$ cat config.mk
export PLATFORM = sky130hd
export DESIGN_NAME = voice_channel_allocator_unit
export DESIGN_NICKNAME = d
export VERILOG_FILES = /design/src/hdl/vca_pkg.sv /design/src/hdl/voice_channel_allocator_unit.sv
export SDC_FILE = /design/constraint.sdc
export NUM_CORES = 1
export LEC_CHECK = 0
export BUFFER_PORTS_ARGS = -buffer_cell sky130_fd_sc_hd__buf_2
export CELL_PAD_IN_SITES_DETAIL_PLACEMENT = 1
export CELL_PAD_IN_SITES_GLOBAL_PLACEMENT = 1
export CORE_MARGIN = 1
export CORE_UTILIZATION = 54
export CTS_BUF_LIST = sky130_fd_sc_hd__clkbuf_4
export DETAILED_ROUTE_END_ITERATION = 8
export PLACE_DENSITY_LB_ADDON = 0.1
export SETUP_SLACK_MARGIN = 0.3
export SYNTH_ARGS = -nofsm -noshare
export SYNTH_HDL_FRONTEND = slang
export SYNTH_SLANG_ARGS = --single-unit
$ cat constraint.sdc
create_clock -name clk -period 8.4 [get_ports clk]
set_clock_uncertainty 0.1 [all_clocks]
set_input_delay 0.84 -clock clk [delete_from_list [all_inputs] [get_ports clk]]
set_output_delay 0.84 -clock clk [all_outputs]
set_load 0.02 [all_outputs]
$ cat src/hdl/vca_pkg.sv
// Package for the voice channel allocator.
// Holds the command opcodes, sequencer states and mixer constants; no dependencies.
package vca_pkg;

  typedef enum logic [2:0] {
    OP_PLAY     = 3'd0,
    OP_STOP     = 3'd1,
    OP_PAUSE    = 3'd2,
    OP_RESUME   = 3'd3,
    OP_QUERY    = 3'd4,
    OP_STOP_ALL = 3'd5,
    OP_FINISHED = 3'd6,
    OP_NOP      = 3'd7
  } op_t;

  typedef enum logic [1:0] {
    ST_IDLE,
    ST_SCAN,
    ST_ACT
  } state_t;

  localparam logic [1:0] PS_STOPPED = 2'd0;
  localparam logic [1:0] PS_PLAYING = 2'd1;
  localparam logic [1:0] PS_PAUSED  = 2'd2;

  localparam logic [7:0] MAX_GAIN = 8'd128;

endpackage

$ cat src/hdl/voice_channel_allocator_unit.sv
// Voice channel allocator: channel table in a one-port synchronous memory,
// scanned one entry per cycle, then a single read-modify-write action cycle.
// Depends on vca_pkg.
// Play, stop, pause, resume and query first scan the table, one memory read per channel,
// then run the action cycle; stop-all, finished and no-op go straight to the action
// cycle. The result is registered out of the action cycle. The next transaction may be
// accepted once the block is back in idle and busy is low.
// Reset clears the per-channel valid bits at once, so every channel reads free, and
// zeroes the handle counter. The receiver cannot stall; each result is strobed once.
module voice_channel_allocator_unit #(
  parameter int NUM_CHANNELS = 8,
  parameter int HANDLE_BITS  = 32
) (
  input  logic        clk,
  input  logic        rst_n,
  input  logic        start,
  output logic        busy,
  input  logic [2:0]  in_opcode,
  input  logic [31:0] in_target_handle,
  input  logic [2:0]  in_done_channel,
  input  logic        in_want_loop,
  input  logic [9:0]  in_sound_id,
  input  logic [7:0]  in_gain,
  output logic        out_valid,
  output logic [31:0] out_new_handle,
  output logic [2:0]  out_voice_channel,
  output logic        out_start_voice,
  output logic        out_halt_voice,
  output logic        out_halt_every,
  output logic        out_pause_voice,
  output logic        out_resume_voice,
  output logic [1:0]  out_play_state,
  output logic        out_handle_found,
  output logic        out_loop,
  output logic [9:0]  out_sound,
  output logic [7:0]  out_gain
);

  localparam int CH_W  = (NUM_CHANNELS > 1) ? $clog2(NUM_CHANNELS) : 1;
  localparam int CNT_W = $clog2(NUM_CHANNELS + 1);
  localparam int DW    = (CNT_W > 3) ? CNT_W : 3;
  localparam int CMP_W = (HANDLE_BITS > 32) ? HANDLE_BITS : 32;
  localparam int ENT_W = HANDLE_BITS + 2;
  localparam logic [CH_W-1:0] LAST_CH = CH_W'(NUM_CHANNELS - 1);

  // channel table: {handle, looping, paused}
  logic [ENT_W-1:0] mem [NUM_CHANNELS];

  vca_pkg::state_t state_r, state_nxt;
  logic [NUM_CHANNELS-1:0] valid_r, valid_nxt;
  logic [HANDLE_BITS-1:0]  cnt_r, cnt_nxt, cnt_inc, cnt_new;
  logic [CMP_W-1:0]        cnt_ext;

  // latched transaction
  vca_pkg::op_t op_r;
  logic [31:0]  target_r;
  logic [2:0]   done_r;
  logic         loop_r;
  logic [9:0]   sound_r;
  logic [7:0]   gain_r;

  // scan
  logic [CNT_W-1:0] iss_cnt_r;
  logic             rd_en, pend_r, rd_vld_r;
  logic [CH_W-1:0]  rd_addr, rd_idx_r;
  logic [ENT_W-1:0] rd_data_r;
  logic [HANDLE_BITS-1:0] rd_h;
  logic             rd_lp, rd_pa, rd_match;

  logic free_found_r, nl_found_r, all_found_r, m_found_r;
  logic [CH_W-1:0] free_idx_r, nl_idx_r, all_idx_r, m_idx_r;
  logic [HANDLE_BITS-1:0] nl_min_r, all_min_r, m_handle_r;
  logic m_loop_r, m_paused_r;

  // action
  logic             accept;
  logic             wr_en;
  logic [CH_W-1:0]  wr_addr;
  logic [ENT_W-1:0] wr_data;
  logic [CH_W-1:0]  play_ch, act_idx;
  logic [DW-1:0]    act_idx_w, done_w;
  logic [CH_W-1:0]  done_idx;
  logic             done_ok;
  logic [7:0]       gain_sat;

  logic        valid_out_nxt;
  logic [31:0] o_handle_nxt;
  logic [2:0]  o_ch_nxt;
  logic        o_start_nxt, o_halt_nxt, o_every_nxt, o_pause_nxt, o_resume_nxt;
  logic [1:0]  o_state_nxt;
  logic        o_found_nxt, o_loop_nxt;
  logic [9:0]  o_sound_nxt;
  logic [7:0]  o_gain_nxt;

  assign busy   = (state_r != vca_pkg::ST_IDLE);
  assign accept = start && !busy;

  assign rd_en   = (state_r == vca_pkg::ST_SCAN) && (iss_cnt_r < CNT_W'(NUM_CHANNELS));
  assign rd_addr = iss_cnt_r[CH_W-1:0];
  assign rd_h    = rd_data_r[ENT_W-1:2];
  assign rd_lp   = rd_data_r[1];
  assign rd_pa   = rd_data_r[0];
  assign rd_match = rd_vld_r && (target_r != 32'd0) &&
                    (CMP_W'(rd_h) == CMP_W'(target_r));

  assign cnt_inc = cnt_r + 1'b1;
  assign cnt_new = (cnt_inc == '0) ? HANDLE_BITS'(1) : cnt_inc;
  assign cnt_ext = CMP_W'(cnt_new);

  assign play_ch   = free_found_r ? free_idx_r : (nl_found_r ? nl_idx_r : all_idx_r);
  assign act_idx   = (op_r == vca_pkg::OP_PLAY) ? play_ch : m_idx_r;
  assign act_idx_w = DW'(act_idx);
  assign done_w    = DW'(done_r);
  assign done_ok   = done_w < DW'(NUM_CHANNELS);
  assign done_idx  = done_w[CH_W-1:0];
  assign gain_sat  = (gain_r > vca_pkg::MAX_GAIN) ? vca_pkg::MAX_GAIN : gain_r;

  always_ff @(posedge clk) begin
    if (!rst_n) begin
      state_r <= vca_pkg::ST_IDLE;
    end else begin
      state_r <= state_nxt;
    end
  end

  always_comb begin
    state_nxt     = state_r;
    valid_nxt     = valid_r;
    cnt_nxt       = cnt_r;
    wr_en         = 1'b0;
    wr_addr       = act_idx;
    wr_data       = {m_handle_r, m_loop_r, m_paused_r};
    valid_out_nxt = 1'b0;
    o_handle_nxt  = 32'd0;
    o_ch_nxt      = 3'd0;
    o_start_nxt   = 1'b0;
    o_halt_nxt    = 1'b0;
    o_every_nxt   = 1'b0;
    o_pause_nxt   = 1'b0;
    o_resume_nxt  = 1'b0;
    o_state_nxt   = vca_pkg::PS_STOPPED;
    o_found_nxt   = 1'b0;
    o_loop_nxt    = 1'b0;
    o_sound_nxt   = 10'd0;
    o_gain_nxt    = 8'd0;
    case (state_r)
      vca_pkg::ST_IDLE: begin
        if (start) begin
          if ((in_opcode == vca_pkg::OP_PLAY) || (in_opcode == vca_pkg::OP_STOP) ||
              (in_opcode == vca_pkg::OP_PAUSE) || (in_opcode == vca_pkg::OP_RESUME) ||
              (in_opcode == vca_pkg::OP_QUERY)) begin
            state_nxt = vca_pkg::ST_SCAN;
          end else begin
            state_nxt = vca_pkg::ST_ACT;
          end
        end
      end
      vca_pkg::ST_SCAN: begin
        if (pend_r && (rd_idx_r == LAST_CH)) begin
          state_nxt = vca_pkg::ST_ACT;
        end
      end
      vca_pkg::ST_ACT: begin
        state_nxt     = vca_pkg::ST_IDLE;
        valid_out_nxt = 1'b1;
        case (op_r)
          vca_pkg::OP_PLAY: begin
            cnt_nxt            = cnt_new;
            wr_en              = 1'b1;
            wr_data            = {cnt_new, loop_r, 1'b0};
            valid_nxt[play_ch] = 1'b1;
            o_handle_nxt       = cnt_ext[31:0];
            o_ch_nxt           = act_idx_w[2:0];
            o_start_nxt        = 1'b1;
            o_halt_nxt         = !free_found_r;
            o_loop_nxt         = loop_r;
            o_sound_nxt        = sound_r;
            o_gain_nxt         = gain_sat;
          end
          vca_pkg::OP_STOP: begin
            if (m_found_r) begin
              o_found_nxt        = 1'b1;
              o_ch_nxt           = act_idx_w[2:0];
              o_halt_nxt         = 1'b1;
              valid_nxt[m_idx_r] = 1'b0;
            end
          end
          vca_pkg::OP_PAUSE: begin
            if (m_found_r) begin
              o_found_nxt = 1'b1;
              o_ch_nxt    = act_idx_w[2:0];
              if (!m_paused_r) begin
                o_pause_nxt = 1'b1;
                wr_en       = 1'b1;
                wr_data     = {m_handle_r, m_loop_r, 1'b1};
              end
            end
          end
          vca_pkg::OP_RESUME: begin
            if (m_found_r) begin
              o_found_nxt = 1'b1;
              o_ch_nxt    = act_idx_w[2:0];
              if (m_paused_r) begin
                o_resume_nxt = 1'b1;
                wr_en        = 1'b1;
                wr_data      = {m_handle_r, m_loop_r, 1'b0};
              end
            end
          end
          vca_pkg::OP_QUERY: begin
            if (m_found_r) begin
              o_found_nxt = 1'b1;
              o_ch_nxt    = act_idx_w[2:0];
              o_state_nxt = m_paused_r ? vca_pkg::PS_PAUSED : vca_pkg::PS_PLAYING;
            end
          end
          vca_pkg::OP_STOP_ALL: begin
            o_every_nxt = 1'b1;
            valid_nxt   = '0;
          end
          vca_pkg::OP_FINISHED: begin
            o_ch_nxt = done_r;
            if (done_ok && valid_r[done_idx]) begin
              o_found_nxt         = 1'b1;
              valid_nxt[done_idx] = 1'b0;
            end
          end
          default: begin
          end
        endcase
      end
      default: begin
        state_nxt = vca_pkg::ST_IDLE;
      end
    endcase
  end

  // control registers
  always_ff @(posedge clk) begin
    if (!rst_n) begin
      valid_r      <= '0;
      cnt_r        <= '0;
      out_valid    <= 1'b0;
      iss_cnt_r    <= '0;
      pend_r       <= 1'b0;
      free_found_r <= 1'b0;
      nl_found_r   <= 1'b0;
      all_found_r  <= 1'b0;
      m_found_r    <= 1'b0;
    end else begin
      valid_r   <= valid_nxt;
      cnt_r     <= cnt_nxt;
      out_valid <= valid_out_nxt;
      pend_r    <= rd_en;
      if (accept) begin
        iss_cnt_r    <= '0;
        free_found_r <= 1'b0;
        nl_found_r   <= 1'b0;
        all_found_r  <= 1'b0;
        m_found_r    <= 1'b0;
      end else begin
        if (rd_en) begin
          iss_cnt_r <= iss_cnt_r + 1'b1;
        end
        if (pend_r) begin
          if (!rd_vld_r) begin
            if (!free_found_r) begin
              free_found_r <= 1'b1;
            end
          end else begin
            if (!rd_lp && (!nl_found_r || (rd_h < nl_min_r))) begin
              nl_found_r <= 1'b1;
            end
            all_found_r <= 1'b1;
            if (rd_match) begin
              m_found_r <= 1'b1;
            end
          end
        end
      end
    end
  end

  // payload registers
  always_ff @(posedge clk) begin
    if (accept) begin
      op_r     <= vca_pkg::op_t'(in_opcode);
      target_r <= in_target_handle;
      done_r   <= in_done_channel;
      loop_r   <= in_want_loop;
      sound_r  <= in_sound_id;
      gain_r   <= in_gain;
    end
    if (rd_en) begin
      rd_idx_r <= rd_addr;
    end
    if (pend_r && !accept) begin
      if (!rd_vld_r) begin
        if (!free_found_r) begin
          free_idx_r <= rd_idx_r;
        end
      end else begin
        if (!rd_lp && (!nl_found_r || (rd_h < nl_min_r))) begin
          nl_min_r <= rd_h;
          nl_idx_r <= rd_idx_r;
        end
        if (!all_found_r || (rd_h < all_min_r)) begin
          all_min_r <= rd_h;
          all_idx_r <= rd_idx_r;
        end
        if (rd_match && !m_found_r) begin
          m_idx_r    <= rd_idx_r;
          m_handle_r <= rd_h;
          m_loop_r   <= rd_lp;
          m_paused_r <= rd_pa;
        end
      end
    end
    if (state_r == vca_pkg::ST_ACT) begin
      out_new_handle    <= o_handle_nxt;
      out_voice_channel <= o_ch_nxt;
      out_start_voice   <= o_start_nxt;
      out_halt_voice    <= o_halt_nxt;
      out_halt_every    <= o_every_nxt;
      out_pause_voice   <= o_pause_nxt;
      out_resume_voice  <= o_resume_nxt;
      out_play_state    <= o_state_nxt;
      out_handle_found  <= o_found_nxt;
      out_loop          <= o_loop_nxt;
      out_sound         <= o_sound_nxt;
      out_gain          <= o_gain_nxt;
    end
  end

  // channel table memory; scan reads never overlap the action-cycle write
  always_ff @(posedge clk) begin
    if (wr_en) begin
      mem[wr_addr] <= wr_data;
    end
    if (rd_en) begin
      rd_data_r <= mem[rd_addr];
      rd_vld_r  <= valid_r[rd_addr];
    end
  end

endmodule
# --- Word-level counts from Yosys, hierarchy flattened ---
# Memory sizes are Yosys's and may differ from the RTL's. A register that Yosys moved wholly into a read port is not among the register bits.
# Cells that the tools add are included.
# Widths: inputs -> output; s select.
word_totals:
  regBits: 285
  mem_bits_rw: 272
  out_inout_bits: 64
  memories: 1
memory_table:
  columns: ["memory", "words", "width", "read_ports", "rd_ports_with_merged_regs", "wr", "line", "text"]
  rows:
  - ["mem", 8, 34, 1, 1, 1, "voice_channel_allocator_unit.sv:47", "logic [ENT_W-1:0] mem [NUM_CHANNELS];"]
op_classes:
  add_sub_neg: 2
  magnitude_cmp: 12
  eq_ne: 18
  mux: 44
  bitwise: 9
  n_reduce_logical: 47
ops:
  columns: ["cell", "n"]
  rows:
  - ["$pmux 34 s3", 1]
  - ["$lt 32x32->1", 2]
  - ["$mux 34", 1]
  - ["$add 32x1->32 const B", 1]
  - ["$eq 32x32->1", 1]
  - ["$logic_not 32->1", 1]
  - ["$mux 32", 1]
  - ["$pmux 8 s4", 1]
  - ["$reduce_bool 32->1", 1]
  - ["$mux 8", 3]
  - ["$lt 3x4->1 const B", 5]
  - ["$mux 1", 19]
  - ["$reduce_and 3->1", 6]
  - ["$and 8x8->8", 2]
  - ["$not 8->8", 2]
  - ["$eq 3x3->1 const B", 5]
  - ["$eq 3x2->1 const B", 4]
  - ["$logic_and 1x1->1", 12]
  - ["$mux 3", 4]
  - ["$reduce_and 2->1", 5]
  - ["$demux 1 s3", 3]
  - ["$ge 3x1->1 const B", 3]
  - ["$pmux 3 s3", 1]
  - ["$gt 8x8->1 const B", 1]
  - ["23 further kinds", 47]

# --- Depth between registers and ports, before layout ---
depth:
  depth_word: 8
  ltp_mapped: 10

# --- Worst setup path before layout ---
# Ideal clock, no wire load.
synth_timing:
  path_type: "register to register"
  startpoint: "reg state_r[1]"
  endpoint: "mem mem[4][0] in the netlist's numbering, enable pin"
  arrival_time_ps: 6289
  required_time_ps: 7832
  slack_ps: 1543
  path_stages_with_launch: 6
  path_buffers: 0
  synth_period_minus_slack_ps: 6857
  path_cell_list: "dfxtp_1 > nor2b_1 > nand2b_1 > nor2_1 > nand2_1 > nor3_1"
synth_between:
  elab_chain_cells: 4
synth_rtl:
  columns: ["element", "line", "text"]
  rows:
  - ["from (decl)", "voice_channel_allocator_unit.sv:49", "vca_pkg::state_t state_r, state_nxt;"]
  - ["from (signal assigned)", "voice_channel_allocator_unit.sv:120", "state_r <= vca_pkg::ST_IDLE;"]
  - ["from (signal assigned)", "voice_channel_allocator_unit.sv:122", "state_r <= state_nxt;"]
  - ["$eq 2x2->1", "voice_channel_allocator_unit.sv:146", "case (state_r)"]
  - ["$mux 1", "voice_channel_allocator_unit.sv:146", null]
  - ["$mux 1", "voice_channel_allocator_unit.sv:337", "if (wr_en) begin"]
  - ["$mux 1 (not written as such)", "voice_channel_allocator_unit.sv:338", "mem[wr_addr] <= wr_data;"]
  - ["to (decl)", "voice_channel_allocator_unit.sv:47", null]
# No other way between the ends.

# --- Worst setup path in the final report ---
layout_timing:
  startpoint: "reg op_r[0]"
  endpoint: "mem mem[5][11] in the netlist's numbering, enable pin"
layout_between:
  elab_chain_cells: 5
  word_cells_on_any_way: 8
  cone_classes: "eq/ne (2); mux (5); reduce/logical (1)"
layout_rtl:
  columns: ["element", "line", "text"]
  rows:
  - ["from (decl)", "voice_channel_allocator_unit.sv:55", "vca_pkg::op_t op_r;"]
  - ["from (signal assigned)", "voice_channel_allocator_unit.sv:287", "op_r <= vca_pkg::op_t'(in_opcode);"]
  - ["$eq 3x2->1 / $logic_not 3->1 (equally long branches)", "voice_channel_allocator_unit.sv:166, voice_channel_allocator_unit.sv:111", null]
  - ["$pmux 1 s3", "voice_channel_allocator_unit.sv:166", "case (op_r)"]
  - ["$mux 1", "voice_channel_allocator_unit.sv:146", null]
  - ["$mux 1", "voice_channel_allocator_unit.sv:337", null]
  - ["$mux 1 (not written as such)", "voice_channel_allocator_unit.sv:338", null]
# Several ways; a longest one is shown, not always the timed one.

==> run_results.csv <==
group,metric,value,unit
final_layout,area_used_by_sequential_logic_in_the_layout,17200,µm²
flow_run,timing.max_cap.violations,0,
logic_synthesis,yosysWarnings,0,
timing,max_slew_violations,0,
logic_synthesis,count_of_distinct_cell_types_in_the_synthesized_netlist,69,
power,total_leakage_power,0.0100,µW
final_layout,final_cell_area,28500,µm²
logic_synthesis,synth.yosys.seq_area_share,0.699,
global_route,largest_net_degree_at_the_start_of_global_routing,78,
final_layout,final_nets,1990,
floorplanning,die_w,216,µm
drt,top_layer,"met4",
drt,routedLengthMet1,26.5,mm
worst_setup_path,timing.rr.start,"op_r[0]",
timing,final.setup.tns,0,ps
clocking,cts.reportedPaths.clkPinSlew,70,ps
worst_setup_path,timing.rr.end,"mem[5][11]",
floorplanning,fp.dieArea,46500,µm²
logic_synthesis,synth.cell_area,24600,µm²
logic_synthesis,synth-main-ff-cell,"edfxtp_1",
global_route,number_of_antenna_violations_at_the_first_check_in_global_routing,4,
timing,finalSetupViolations,0,
final_layout,drive_above_1_share,0.270,
global_route,first_global_vias,16200,
final_layout,fillCellCount,4149,
logic_synthesis,postSynthNetCount,1712,
place,dpl-instance-area,25900,µm²
timing,finalHoldViolCount,0,
min_path,whs_path_depth,3,
logic_synthesis,synth_enable_flop_cells,539,
worst_setup_path,worst_path_required_time,8860,ps
worst_setup_path,crit_path_end_kind,"flip-flop",
power,worst_voltage_drop_across_the_vdd_grid,0.172,mV
clocking,cts_htree_levels,4,
floorplanning,fp.coreArea,44600,µm²
drt,route.detailed.wl_per_inst,25.2,µm
place,place.detailed.hpwl,39.2,mm
clocking,cts.sink_count,591,
final_layout,syn2layout_area_growth,15.9,%
worst_setup_path,r2r.worst_path.cells,5,
timing,min_period,4260,ps
timing,final.period_utilization,0.507,
drt,detailroute.wirelength.met3,3.95,mm
min_path,holdCritPathClass,"input pin to flip-flop",
global_route,grt-ovfl-total,0,
drt,routed_wl,65.0,mm
worst_setup_path,ff2ff_setup_slack,4140,ps
min_path,holdPathEnd,"state_r[1]",
worst_setup_path,worst-endpoint-arrival,4710,ps
global_route,first_pass_grt_wire_length,97.6,mm
floorplanning,die-height,216,µm
clocking,cts_resized,0,
clocking,worst_skew_pair.late_latency,990,ps
timing,rsz0062_at_grt,"no",
power,power-per-cell-area,220,nW/µm²
drt,met2_wirelength,32.7,mm
global_route,grt_use_total,0.288,
place,routabilityCongestion,0.871,
worst_setup_path,startpoint_type,"flip-flop",
drt,antenna_left,0,
final_layout,multi_input_area,6870,µm²
drt,drt_pre_antenna_iters,6,
status,outcome,"finished clean",
timing,max_slew_margin,0.222,
logic_synthesis,number_of_instances_in_the_synthesized_netlist,1588,
place,port_buffers,123,
worst_setup_path,cp_max_fo,34,
drt,num_vias,15000,
logic_synthesis,largest_cells_by_area_after_synthesis,"edfxtp_1 (66%), mux4_2 (6.6%), dfxtp_1 (4.2%), ha_1 (3.3%), xor2_1 (1.8%)",
worst_setup_path,timing_worst_setup_path_type,"flip-flop to flip-flop",
drt,drc_errors,0,
logic_synthesis,syn-mean-instance-area,15.5,µm²
clocking,tritoncts,"yes",
min_path,holdCritStartpoint,"start",
drt,detail_route.vias_per_cell,5.83,
floorplanning,placement_row_count,77,
floorplanning,io_pins,124,
clocking,cts-root-to-sink-buffers,3,
logic_synthesis,netlist.area_leader.share,0.657,
clocking,root_buffer,"clkbuf_4",
logic_synthesis,async_flop_share,0,
timing,fmax,0.235,GHz
floorplanning,start_util,0.552,
timing,worst_pin_slew,1170,ps
logic_synthesis,post-synth-top-area-cell,"edfxtp_1",
clocking,cts_buffers,153,
drt,detail_route.iter0.violations,1185,
logic_synthesis,synth-seq-cells,591,
cell usage in the layout (no fill, tap or decap), types with 24 or more instances in the layout:
cell	Yosys	final
edfxtp_1	539	539
clkbuf_4	0	239
buf_2	12	123
nand2_1	108	107
nor2_1	89	88
inv_1	77	76
mux4_2	72	72
ha_1	64	64
dlygate4sd3_1	0	57
o21ai_0	57	56
xor2_1	51	51
dfxtp_1	52	49
a21oi_1	40	40
mux2_2	37	37
nand3_1	34	34
and2_1	30	30
xnor2_1	30	30
nor4_1	26	26
nor3_1	29	24
final cells by class:
type	count	share of cell area
repair buffers	197	0.0460
flip-flops and latches	591	0.604
multi-input cells	844	0.241
diodes	4	0.000351
well taps	592	0.0259
inverters	79	0.0104
clock inverters	31	0.0102
clock buffers	239	0.0629
synth_stat cells, types with 6 or more instances:
cell	instances
a21o_1	19
xor2_1	51
nor2_1	89
inv_1	77
a31oi_1	11
ha_1	64
and3_1	14
and2_1	30
clkbuf_1	46
buf_2	12
nand3_1	34
edfxtp_1	539
mux2i_1	6
mux2_2	37
nor3_1	29
o21ai_0	57
dfxtp_1	52
a21oi_1	40
xnor2_1	30
a211oi_1	10
nor4_1	26
mux4_2	72
or3_1	8
nand4_1	19
o21a_1	8
nand2_1	108
o31ai_1	13
buf_1	11
cells by family (layout without fill, tap and decap cells):
kind of cell | count (synthesis) | after routing | share of synthesized area
flops | 591 | 591 | 0.699
other cells | 0 | 4 | 0
mux | 115 | 115 | 0.0852
compound gates | 190 | 190 | 0.0493
fa+ha+maj | 64 | 64 | 0.0325
xor+xnor | 81 | 81 | 0.0288
simple gates | 394 | 394 | 0.0801
buf+inv | 153 | 546 | 0.0248
flip-flops by register name, indices dropped and copies added, names as in the netlist, 4 cells and up:
name            count
mem               272
rd_data_r          34
all_min_r          32
cnt_r              32
m_handle_r         32
nl_min_r           32
out_new_handle     32
target_r           32
out_sound          10
sound_r            10
gain_r              8
out_gain            8
valid_r             8
iss_cnt_r           4
critical path: stages, from the launching register on:
cell,delay [ps]
edfxtp_1,570
or3_1,770
clkinv_1,820
nand2_1,320
and2_1,260
and3_2,990
report_power, final:
part	switching (µW)	internal (µW)
Sequential	67.5	3260
Combinational	172	118
Clock	1200	1470
Total	1440	4850
stage by stage:
| step | util | total power [µW] | std cells | hold WS (ps) | setup WS, ps |
|---|---|---|---|---|---|
| final | 0.640 | 6290 | 2577 | 175 | 4140 |
| after global routing | 0.640 | 6510 | 2577 | 131 | 3900 |
| after CTS | 0.640 | 6340 | 2573 | 57.5 | 4130 |
| after detailed placement | 0.580 | 3650 | 2246 | 352 | 4100 |
| after global placement | 0.580 | 3640 | 2246 | 349 | 4240 |
| after floorplan | - | 3530 | 1588 | 300 | 1540 |
metal layers:
metal  up-vias  global-route usage
li1       6715                   -
met1      7645               0.371
met2       544               0.478
met3       109              0.0620
met4         0               0.115
met5         -                   0
how the worst max path moves through the flow:
| stage | start | to | cells after the start |
|---|---|---|---|
| 4_1_cts | op_r[0] | mem[5][14] | 5 |
| 3_5_place_dp | op_r[0] | mem[5][12] | 5 |
| 3_3_place_gp | rd_data_r[27] | nl_idx_r[1] | 8 |
| 6_report | op_r[0] | mem[5][11] | 5 |
| 2_1_floorplan | state_r[1] | mem[4][0] | 5 |
| 5_1_grt | op_r[0] | mem[1][14] | 5 |
repair_timing:
item	4_1_cts	5_1_grt
endpoints found under the hold margin	57	0
buffers inserted	0	0
hold buffers	57	0
Note: power is estimated with default switching activity, not from simulation.
